<file path="src/obc_pkg.sv">
package obc_pkg;

  localparam int CoordW       = 32;
  localparam int AngleW       = 16;
  localparam int SizeW        = 24;
  localparam int LenW         = SizeW + 1;
  localparam int TrigW        = 16;
  localparam int CordicW      = 33;
  localparam int CORDIC_STEPS = 16;
  localparam int AtanEntries  = 24;
  localparam int QueueDepth   = 2;
  localparam int QPtrW        = (QueueDepth > 1) ? $clog2(QueueDepth) : 1;
  localparam int QCntW        = $clog2(QueueDepth + 1);

  localparam logic signed [CordicW-1:0] GainInv   = CordicW'(652032874);
  localparam logic signed [CordicW-1:0] TrigMax   = CordicW'(32767);
  localparam logic signed [CordicW-1:0] TrigRound = CordicW'(16384);
  localparam int TrigShift = 15;

  typedef enum logic [1:0] {
    CORNER_MM = 2'd0,
    CORNER_PM = 2'd1,
    CORNER_PP = 2'd2,
    CORNER_MP = 2'd3
  } corner_e;

  typedef struct packed {
    logic signed [CoordW-1:0] centre_x;
    logic signed [CoordW-1:0] centre_y;
    logic signed [AngleW-1:0] heading;
    logic [SizeW-1:0]         box_width;
    logic [SizeW-1:0]         box_depth;
    logic [SizeW-1:0]         margin;
  } in_item_t;

  typedef struct packed {
    logic [1:0]               corner_index;
    logic signed [CoordW-1:0] corner_x;
    logic signed [CoordW-1:0] corner_y;
    logic                     last;
  } out_item_t;

  // One rectangle after the trig stage, waiting for the corner sequencer.
  typedef struct packed {
    logic signed [CoordW-1:0] centre_x;
    logic signed [CoordW-1:0] centre_y;
    logic [LenW-1:0]          s_len;
    logic [LenW-1:0]          t_len;
    logic signed [TrigW-1:0]  cos_v;
    logic signed [TrigW-1:0]  sin_v;
  } job_t;

  // Arctangent of 2^-i, with 2^31 standing for pi.
  function automatic logic signed [CordicW-1:0] atan_unit(input int unsigned i);
    logic signed [CordicW-1:0] v;
    unique case (i)
      0:       v = CordicW'(536870912);
      1:       v = CordicW'(316933406);
      2:       v = CordicW'(167458907);
      3:       v = CordicW'(85004756);
      4:       v = CordicW'(42667331);
      5:       v = CordicW'(21354465);
      6:       v = CordicW'(10679838);
      7:       v = CordicW'(5340245);
      8:       v = CordicW'(2670163);
      9:       v = CordicW'(1335087);
      10:      v = CordicW'(667544);
      11:      v = CordicW'(333772);
      12:      v = CordicW'(166886);
      13:      v = CordicW'(83443);
      14:      v = CordicW'(41722);
      15:      v = CordicW'(20861);
      16:      v = CordicW'(10430);
      17:      v = CordicW'(5215);
      18:      v = CordicW'(2608);
      19:      v = CordicW'(1304);
      20:      v = CordicW'(652);
      21:      v = CordicW'(326);
      22:      v = CordicW'(163);
      23:      v = CordicW'(81);
      default: v = '0;
    endcase
    return v;
  endfunction

endpackage

</file>
<file path="src/obc_queue.sv">
module obc_queue (
  input  logic          clk_i,
  input  logic          rst_ni,
  input  logic          push_i,
  input  obc_pkg::job_t push_data_i,
  output logic          full_o,
  input  logic          pop_i,
  output logic          valid_o,
  output obc_pkg::job_t head_o
);
  import obc_pkg::*;

  job_t             mem_q [QueueDepth];
  logic [QPtrW-1:0] wr_ptr_q, rd_ptr_q;
  logic [QCntW-1:0] count_q;

  assign full_o  = (count_q == QCntW'(QueueDepth));
  assign valid_o = (count_q != '0);
  assign head_o  = mem_q[rd_ptr_q];

  function automatic logic [QPtrW-1:0] ptr_next(input logic [QPtrW-1:0] p);
    return (p == QPtrW'(QueueDepth - 1)) ? '0 : p + QPtrW'(1);
  endfunction

  always_ff @(posedge clk_i or negedge rst_ni) begin
    if (!rst_ni) begin
      wr_ptr_q <= '0;
      rd_ptr_q <= '0;
      count_q  <= '0;
    end else begin
      if (push_i) wr_ptr_q <= ptr_next(wr_ptr_q);
      if (pop_i)  rd_ptr_q <= ptr_next(rd_ptr_q);
      if (push_i && !pop_i) begin
        count_q <= count_q + QCntW'(1);
      end else if (pop_i && !push_i) begin
        count_q <= count_q - QCntW'(1);
      end
    end
  end

  always_ff @(posedge clk_i) begin
    if (push_i) mem_q[wr_ptr_q] <= push_data_i;
  end

endmodule

</file>
<file path="config.mk">
export PLATFORM = sky130hd
export DESIGN_NAME = obc_queue
export DESIGN_NICKNAME = d
export VERILOG_FILES = /design/src/obc_pkg.sv /design/src/obc_queue.sv
export SDC_FILE = /design/constraint.sdc
export NUM_CORES = 1
export LEC_CHECK = 0
export BUFFER_PORTS_ARGS = -buffer_cell sky130_fd_sc_hd__buf_4
export CORE_ASPECT_RATIO = 0.6
export CORE_MARGIN = 3
export CORE_UTILIZATION = 53
export CTS_BUF_LIST = sky130_fd_sc_hd__clkbuf_2
export CTS_CLUSTER_DIAMETER = 40
export DETAILED_ROUTE_END_ITERATION = 16
export GPL_TIMING_DRIVEN = 0
export PLACE_DENSITY = 0.82
export SETUP_SLACK_MARGIN = 0.15
export SLEW_MARGIN = 30
export SYNTH_ARGS = -nofsm -noshare
export SYNTH_HDL_FRONTEND = slang
export SYNTH_SLANG_ARGS = --single-unit
</file>
<file path="constraint.sdc">
create_clock -name clk_i -period 11.9 [get_ports clk_i]
set_input_delay 0.595 -clock clk_i [delete_from_list [all_inputs] [get_ports clk_i]]
set_output_delay 0.595 -clock clk_i [all_outputs]
set_load 0.05 [all_outputs]
</file>
**After elaboration in Yosys (flattened, before gate mapping)**

Memory sizes are Yosys's and may differ from the RTL's.
Cells that the tools add are included.

- Word-level logic and storage cells: 21
- Input bits: 150
- Bits in writable memories: 292
- Memories: 1
- Output and inout port bits: 148
- Bits in registers: 4

Memories:

| memory | words | width | read ports | clocked after memory_dff | wr ports | line | RTL |
|---|---|---|---|---|---|---|---|
| mem_q | 2 | 146 | 1 | 0 | 1 | obc_queue.sv:13 | `job_t mem_q [QueueDepth];` |

- Multiplexer cells: 6
- $add $sub $neg: 4
- Reduce and logical (&&, ||, !) cells: 6
- Equal/unequal tests: 1

Operator list:

| cell | number |
|---|---|
| two-way mux 1 bit | 4 |
| two-way mux 2 bit | 2 |
| nonzero test 2 bit | 2 |
| adder 1 bit (second input constant) | 2 |
| adder 2 x 1 -> 2 bit (second input constant) | 1 |
| equality test 2 bit (second input constant) | 1 |
| logical AND 1 bit | 2 |
| logical NOT 1 bit | 2 |
| subtractor 2 x 1 -> 2 bit (second input constant) | 1 |

**Logic depth before layout (Yosys ltp)**

Gate-level depths: netlist of the first run.

- Word-level depth: 4
- Mapped depth: 5
- Depth with buffers taken out: 5

**Least setup slack after synthesis of the first run**

Ideal clock, no wire load.

- Path type: input to register
- Start point: input push_i
- End point: memory mem_q[0][0] in the netlist's numbering, enable pin
- Path slack: 4.317 ns
- Library setup time: 0.671 ns
- Arrival: 6.912 ns
- Cell stages on the path: 1
- Cell sequence: nor2b_1

- Longest elaborated chain between the ends: 2

Ends and longest elaborated chain:

| what | line | RTL |
|---|---|---|
| from (decl) | obc_queue.sv:4 | `input logic push_i,` |
| two-way mux 1 bit | obc_queue.sv:42 | `if (push_i) mem_q[wr_ptr_q] <= push_data_i;` |
| two-way mux 1 bit (implied by the code) | obc_queue.sv:42 |  |
| to (decl) | obc_queue.sv:13 |  |

Every way passes these cells.

==> flow_metrics.env, run 1 <==
export IMPL_outcome="complete, no violations"
export IMPL_timing_max_slew_rel_slack_pct=70.6
export IMPL_layout_cells_sized_above_1_pct=55.8
export IMPL_cp_end_kind="primary output"
export IMPL_gpl_final_weighted_congestion=0.769
export IMPL_power_ir_vdd_worst_v=0.000185
export IMPL_dpl_hpwl_mm=16.5
export IMPL_synth_top_area_cell="sky130_fd_sc_hd__edfxtp_1"
export IMPL_postSynthNetCount=621
export IMPL_cts_htree_levels=3
export IMPL_antenna_found_initial=1
export IMPL_final_setup_viol_count=0
export IMPL_grt_pass1_vias=7417
export IMPL_first_pass_iters=5
export IMPL_routed_wl_mm=28.2
export IMPL_grt_setup_unrepaired="no"
export IMPL_io_pins=298
export IMPL_ctsRootBufferMaster="sky130_fd_sc_hd__clkbuf_2"
export IMPL_ys_seq_area_share_pct=82.3
export IMPL_p_per_area_mw_per_mm2=254
export IMPL_fin_skew_ps=71.1
export IMPL_global_route_overflow_total=0
export IMPL_avgSynthCellArea_um2=22.9
export IMPL_fill_cells=933
export IMPL_die_x_um=190
export IMPL_ys_ff_latch=296
export IMPL_cts_tree="built"
export IMPL_remaining_drc_errors=0
export IMPL_nets=1146
export IMPL_min_period_over_period_pct=23.4
export IMPL_regToRegSetupSlack_ps=10150
export IMPL_post_cts_repair_setup_buffers=0
export IMPL_final_period_minus_worst_setup_slack_ps=2790
export IMPL_path_class="reg2out"
export IMPL_combPwrFrac_pct=47.1
export IMPL_crit_fanout=10
export IMPL_hold_viol=0
export IMPL_synth_commonest_cells="sky130_fd_sc_hd__edfxtp_1 (292), sky130_fd_sc_hd__mux2_2 (146), sky130_fd_sc_hd__buf_6 (15)"
export IMPL_synth_top_flop_cell="sky130_fd_sc_hd__edfxtp_1"
export IMPL_p_clk_share_pct=16.9
export IMPL_post_synth_instance_area_mm2=0.0108
export IMPL_vias=6677
export IMPL_postRouteAntennaNets=0
export IMPL_vias_per_cell=5.12
export IMPL_floorplan_core_area_mm2=0.0195
export IMPL_worst_slew_pin_transition_ps=440
export IMPL_max_cap_violations=0
export IMPL_total_leakage_power_nw=6.15
export IMPL_cts_buffers_inserted=66
export IMPL_worst_setup_path_startpoint="rd_ptr_q$_DFFE_PN0P_"
export IMPL_sw_share_pct=41.9
export IMPL_initialDrtViolationCount=446
export IMPL_grt_start_max_net_pins=53
export IMPL_portBuffers=297
export IMPL_final_count_of_pins_violating_max_slew=0
export IMPL_critical_path_arrival_ps=2190
export IMPL_startpoint_type="register"
export IMPL_holdCritPathClass="in2async"
export IMPL_asyncSetResetFlopFracSynth_pct=1.35
export IMPL_gate_count_post_synth=470
export IMPL_placementRows=39
export IMPL_number_of_library_cell_types_mapped_by_synthesis=13
export IMPL_crit_required_ps=11310
export IMPL_grt_pass1_wl_mm=42.3
export IMPL_layout_area_overhead_vs_synth_pct=46.0
export IMPL_synth_top_area_share_pct=81.4
export IMPL_numClockSinks=296
export IMPL_critical_path_reg2reg_startpoint="wr_ptr_q$_DFFE_PN0P_"
export IMPL_die_h_um=116
export IMPL_ctsLongestPathBuffers=3
export IMPL_synth_warnings=0
export IMPL_p_sw_w=0.00167
export IMPL_synth_edff_count=292
export IMPL_dieArea_mm2=0.0221
export IMPL_p_int_w=0.00232
export IMPL_fmaxAchievable_mhz=359
export IMPL_wl_per_cell_um=21.7
export IMPL_floorplan_initialDensity_pct=55.3
export IMPL_synth_area_leaders="sky130_fd_sc_hd__edfxtp_1 (81%), sky130_fd_sc_hd__mux2_2 (15%), sky130_fd_sc_hd__buf_6 (1.6%)"
export IMPL_seqPwrFrac_pct=36.0
export IMPL_clkTransAtPathRegs_ps=120
export IMPL_timing_setup_tns_ps=0
export IMPL_insertion_delay_ps=810
export IMPL_grt_usage_pct=25.6
export IMPL_finalCoreUtilization_pct=80.8
export IMPL_synth_most_common_cell="sky130_fd_sc_hd__edfxtp_1"
sequential cells by signal (all words and copies together) (netlist names):
register  cells
count_q       2
mem_q       292
rd_ptr_q      1
wr_ptr_q      1
worst paths after layout:
| check | to | depth (start not counted) |
|---|---|---|
| worst max-delay path | head_o[140] | 4 |
| worst min-delay path | count_q[0]$_DFFE_PN0P_ | 2 |
| worst max register to register | mem_q[0][7]$_DFFE_PP_ | 4 |
| worst min register to register | count_q[1]$_DFFE_PN0P_ | 1 |
| max in group asynchronous | count_q[1]$_DFFE_PN0P_ | 2 |
| min in group clk_i | count_q[1]$_DFFE_PN0P_ | 1 |
through the flow:
stage,hold WS (ps),std cells,instance area [µm²],total power [W],worst slack [ps]
2_1_floorplan,299,470,10800,0.00274,4320
5_1_grt,72.4,1303,15700,0.00415,8930
3_5_place_dp,395,1044,13600,0.00328,9860
3_3_place_gp,390,1033,13300,0.00324,1220
4_1_cts,81.3,1302,15700,0.00398,9010
6_report,195,1303,15700,0.00399,9110
what timing repair did:
action | CTS | global route
resized for setup | 0 | 0
hold buffers | 149 | 0
endpoints found under the hold margin | 298 | 0
area by class of cell:
class	count	area [µm²]	area share (%)
multi-input cells	157	1740	11.1
flip-flops and latches	296	8870	56.4
inverters	1	3.75	0.0239
clock inverters	9	113	0.716
diodes	1	2.50	0.0159
clock buffers	100	500	3.18
well taps	266	333	2.12
repair buffers	457	4000	25.4
plain buffers	16	174	1.11
placed cells by master, fill, tap and decap left out, types with 2 or more instances in the layout:
| cell | netlist | final |
|---|---|---|
| sky130_fd_sc_hd__buf_16 | 0 | 9 |
| sky130_fd_sc_hd__buf_4 | 0 | 297 |
| sky130_fd_sc_hd__buf_6 | 15 | 15 |
| sky130_fd_sc_hd__buf_8 | 0 | 2 |
| sky130_fd_sc_hd__bufinv_16 | 0 | 3 |
| sky130_fd_sc_hd__clkbuf_2 | 0 | 100 |
| sky130_fd_sc_hd__clkinv_1 | 0 | 4 |
| sky130_fd_sc_hd__dfrtp_1 | 4 | 4 |
| sky130_fd_sc_hd__dlygate4sd3_1 | 0 | 149 |
| sky130_fd_sc_hd__edfxtp_1 | 292 | 292 |
| sky130_fd_sc_hd__inv_2 | 0 | 2 |
| sky130_fd_sc_hd__mux2_2 | 146 | 146 |
| sky130_fd_sc_hd__xor2_1 | 4 | 4 |
kinds of logic (layout without fill, tap and decap cells):
logic type	count (synthesis)	count (layout)	synth area share, %
AND/OR/NAND/NOR	5	5	0.267
flip-flops	296	296	82.3
multiplexers	146	146	15.3
other	0	1	0
buffers and inverters	17	583	1.65
adder cells (fa/ha/maj)	1	1	0.116
XOR/XNOR	5	5	0.406
layer usage:
layer,up-vias,wire length [µm],GRT usage (%)
met5,-,0,0
li1,2947,-,-
met4,0,529,7.97
met2,416,14100,43.5
met1,3265,10500,31.0
met3,49,3050,9.69
critical path, stage by stage, from the launching register on:
cell and delay, ps:
sky130_fd_sc_hd__dfrtp_1 440, sky130_fd_sc_hd__buf_6 230, sky130_fd_sc_hd__buf_6 190, sky130_fd_sc_hd__mux2_2 380, sky130_fd_sc_hd__buf_4 200
power groups by stage:
stage,clock [W],combinational [W],sequential (W)
6_report,0.000676,0.00188,0.00144
4_1_cts,0.000674,0.00188,0.00143
3_5_place_dp,0,0.00183,0.00145
5_1_grt,0.000745,0.00195,0.00145
2_1_floorplan,0,0.00126,0.00148
3_3_place_gp,0,0.00174,0.00150
(Power assumes the default switching activity.)
==> run 2, diff against run 1 <==
--- a/config.mk
+++ b/config.mk
@@ -5,6 +5,7 @@
 export SDC_FILE = /design/constraint.sdc
 export NUM_CORES = 1
 export LEC_CHECK = 0
+export ABC_AREA = 1
 export BUFFER_PORTS_ARGS = -buffer_cell sky130_fd_sc_hd__buf_4
 export CORE_ASPECT_RATIO = 0.6
 export CORE_MARGIN = 3
==> constraint.sdc (replaced) <==
create_clock -name clk_i -period 2.58 [get_ports clk_i]
set_input_delay 0.129 -clock clk_i [delete_from_list [all_inputs] [get_ports clk_i]]
set_output_delay 0.129 -clock clk_i [all_outputs]
set_load 0.05 [all_outputs]
==> run 2 against run 1 <==
  * Synthesized cell count is 1.9% higher
  * Register-to-register slack got worse by 9400 ps
  * Critical path depth unchanged
  * Power rose to 4.8 times the previous value
==> flow_metrics.env, run 2 <==
export IMPL_asyncSetResetFlopFracSynth_pct=1.35
export IMPL_fill_cells=803
export IMPL_multiInputGateArea_mm2=0.00173
export IMPL_ctsLongestPathBuffers=3
export IMPL_hold_viol=0
export IMPL_portBuffers=297
export IMPL_initialDrtViolationCount=803
export IMPL_outcome="complete, no violations"
export IMPL_path_class="reg2out"
export IMPL_p_per_area_mw_per_mm2=1140
export IMPL_numClockSinks=296
export IMPL_ctsRootBufferMaster="sky130_fd_sc_hd__clkbuf_2"
export IMPL_worst_slew_pin_transition_ps=541
export IMPL_first_pass_iters=5
export IMPL_mostFrequentLayoutCells="sky130_fd_sc_hd__buf_4 (297), sky130_fd_sc_hd__edfxtp_1 (292), sky130_fd_sc_hd__dlygate4sd3_1 (240)"
export IMPL_p_int_w=0.0109
export IMPL_global_route_overflow_total=0
export IMPL_insertion_delay_ps=860
export IMPL_post_synth_instance_area_mm2=0.0108
export IMPL_number_of_flip_flops_under_the_largest_register_name=292
export IMPL_startpoint_type="register"
export IMPL_layout_area_overhead_vs_synth_pct=54.9
export IMPL_grt_pass1_vias=8022
export IMPL_final_setup_viol_count=0
export IMPL_holdCritPathClass="in2reg"
export IMPL_seqPwrFrac_pct=35.2
export IMPL_combPwrFrac_pct=47.2
export IMPL_area_sequential_mm2=0.00887
export IMPL_regToRegSetupSlack_ps=750
export IMPL_cts_buffers_inserted=66
export IMPL_finalCoreUtilization_pct=85.6
export IMPL_routed_wl_mm=33.6
export IMPL_final_common_cell="sky130_fd_sc_hd__buf_4"
export IMPL_grt_start_max_net_pins=34
export IMPL_min_delay_worst_endpoint="mem_q[0][3]$_DFFE_PP_"
export IMPL_fin_skew_ps=111
export IMPL_synth_commonest_cells="sky130_fd_sc_hd__edfxtp_1 (292), sky130_fd_sc_hd__mux2_2 (146), sky130_fd_sc_hd__buf_6 (15)"
export IMPL_grt_usage_pct=29.7
export IMPL_critical_path_reg2reg_startpoint="wr_ptr_q$_DFFE_PN0P_"
export IMPL_final_count_of_pins_violating_max_slew=0
export IMPL_synth_most_common_cell="sky130_fd_sc_hd__edfxtp_1"
export IMPL_gate_count_post_synth=479
export IMPL_floorplan_initialDensity_pct=55.3
export IMPL_wl_per_cell_um=23.9
export IMPL_timing_max_slew_rel_slack_pct=63.8
export IMPL_dp_cells=1054
export IMPL_synth_area_leaders="sky130_fd_sc_hd__edfxtp_1 (81%), sky130_fd_sc_hd__mux2_2 (15%), sky130_fd_sc_hd__buf_6 (1.6%)"
export IMPL_dieArea_mm2=0.0222
export IMPL_p_clk_share_pct=17.6
export IMPL_grt_pass1_wl_mm=48.5
export IMPL_ys_seq_area_share_pct=82.2
export IMPL_cts_htree_levels=3
export IMPL_synth_top_area_share_pct=81.2
export IMPL_cts_tree="built"
export IMPL_min_period_over_period_pct=88.8
export IMPL_postSynthNetCount=630
export IMPL_final_period_minus_worst_setup_slack_ps=2290
export IMPL_antenna_found_initial=1
export IMPL_gpl_final_weighted_congestion=0.769
export IMPL_placementRows=39
export IMPL_stdcell_count=1405
export IMPL_min_delay_path_depth=2
export IMPL_vias=7367
export IMPL_fmaxAchievable_mhz=437
export IMPL_synth_top_area_cell="sky130_fd_sc_hd__edfxtp_1"
export IMPL_clkTransAtPathRegs_ps=130
export IMPL_reg2reg_to="mem_q[1][30]$_DFFE_PP_"
export IMPL_io_pins=298
export IMPL_avgSynthCellArea_um2=22.5
export IMPL_crit_fanout=10
export IMPL_timing_hold_worst_start="push_data_i[3]"
export IMPL_sw_share_pct=42.6
export IMPL_synth_edff_count=292
export IMPL_layout_top_registers="mem_q (292), count_q (2)"
export IMPL_critical_path_arrival_ps=2160
export IMPL_floorplan_core_area_mm2=0.0195
export IMPL_dpl_hpwl_mm=16.5
export IMPL_synth_top_flop_cell="sky130_fd_sc_hd__edfxtp_1"
export IMPL_synth_warnings=0
export IMPL_cp_end_kind="primary output"
export IMPL_max_flop_register="mem_q"
export IMPL_layout_cells_sized_above_1_pct=50.7
export IMPL_p_sw_w=0.00808
export IMPL_rr_worst_depth=4
export IMPL_vias_per_cell=5.24
export IMPL_grt_setup_unrepaired="no"
export IMPL_timing_setup_tns_ps=0
export IMPL_nets=1247
export IMPL_postRouteAntennaNets=0
export IMPL_number_of_library_cell_types_mapped_by_synthesis=13
export IMPL_ys_ff_latch=296
export IMPL_crit_required_ps=2450
export IMPL_max_cap_violations=0
export IMPL_total_leakage_power_nw=6.56
export IMPL_power_ir_vdd_worst_v=0.000960
export IMPL_die_h_um=117
export IMPL_remaining_drc_errors=0
export IMPL_die_x_um=190
-- run 2: cell types whose count changed after synthesis, sizes merged --
cell / delta
nand4: +1
nor2: +1
nor2b: -2
xor2: -2
nand3: +1
or2: -1
inv: +6
nand2: +6
and2: -1
-- run 2: cells by family after synthesis --
logic type,count (synthesis),synth area share [%]
AND/OR/NAND/NOR,10,0.383
XOR/XNOR,3,0.243
flip-flops,296,82.2
buffers and inverters,23,1.85
adder cells (fa/ha/maj),1,0.116
multiplexers,146,15.2
-- run 2: per-layer routing --
layer	GRT usage, %	vias up	part of all wire, %
met4	10.5	0	2.5
met1	35.3	3620	36
met5	0	-	0
li1	-	3167	-
met3	10.0	73	11
met2	51.5	507	51
-- run 2: layout make-up --
| type | count | area share [%] |
|---|---|---|
| sequential | 296 | 53.1 |
| timing repair buffer | 549 | 29.5 |
| multi-input combinational | 160 | 10.4 |
| clock buffer | 97 | 2.90 |
| tap | 266 | 1.99 |
| buffer | 16 | 1.06 |
| clock inverter | 11 | 0.876 |
| inverter | 7 | 0.180 |
| antenna | 3 | 0.0449 |
-- run 2: how the worst max path moves through the flow --
stage | startpoint | endpoint
2_1_floorplan | wr_ptr_q$_DFFE_PN0P_ | mem_q[1][0]$_DFFE_PP_
3_3_place_gp | wr_ptr_q$_DFFE_PN0P_ | mem_q[1][114]$_DFFE_PP_
3_5_place_dp | wr_ptr_q$_DFFE_PN0P_ | mem_q[1][23]$_DFFE_PP_
4_1_cts | rd_ptr_q$_DFFE_PN0P_ | head_o[64]
5_1_grt | rd_ptr_q$_DFFE_PN0P_ | head_o[16]
6_report | rd_ptr_q$_DFFE_PN0P_ | head_o[52]
-- run 2: repair_timing --
action,4_1_cts,5_1_grt
gates resized for setup,0,2
endpoints found under the setup margin,0,11
endpoints found under the hold margin,337,11
setup buffers,0,0
hold buffers,232,8
-- run 2: through the flow --
stage          cell area (µm²)  total power [W]  setup WS, ps  hold slack [ps]
6_report                 16700           0.0190           290             58.5
5_1_grt                  16700           0.0196           191             9.05
4_1_cts                  16600           0.0185           155            0.620
3_5_place_dp             13700           0.0152           786            -72.1
3_3_place_gp             13400           0.0148         -1440            -76.4
2_1_floorplan            10800           0.0125          -468             -167
-- run 2: power groups by stage --
stage | combinational (W) | sequential (W) | clock, W
3_3_place_gp | 0.00802 | 0.00675 | 0
4_1_cts | 0.00878 | 0.00658 | 0.00315
3_5_place_dp | 0.00846 | 0.00669 | 0
5_1_grt | 0.00923 | 0.00674 | 0.00359
6_report | 0.00895 | 0.00668 | 0.00334
2_1_floorplan | 0.00582 | 0.00668 | 0
-- run 2: critical path, cell delays in order (launching register included) --
cell and delay [ps]:
sky130_fd_sc_hd__dfrtp_2 420, sky130_fd_sc_hd__buf_8 200, sky130_fd_sc_hd__buf_6 180, sky130_fd_sc_hd__mux2_2 390
sky130_fd_sc_hd__buf_4 210
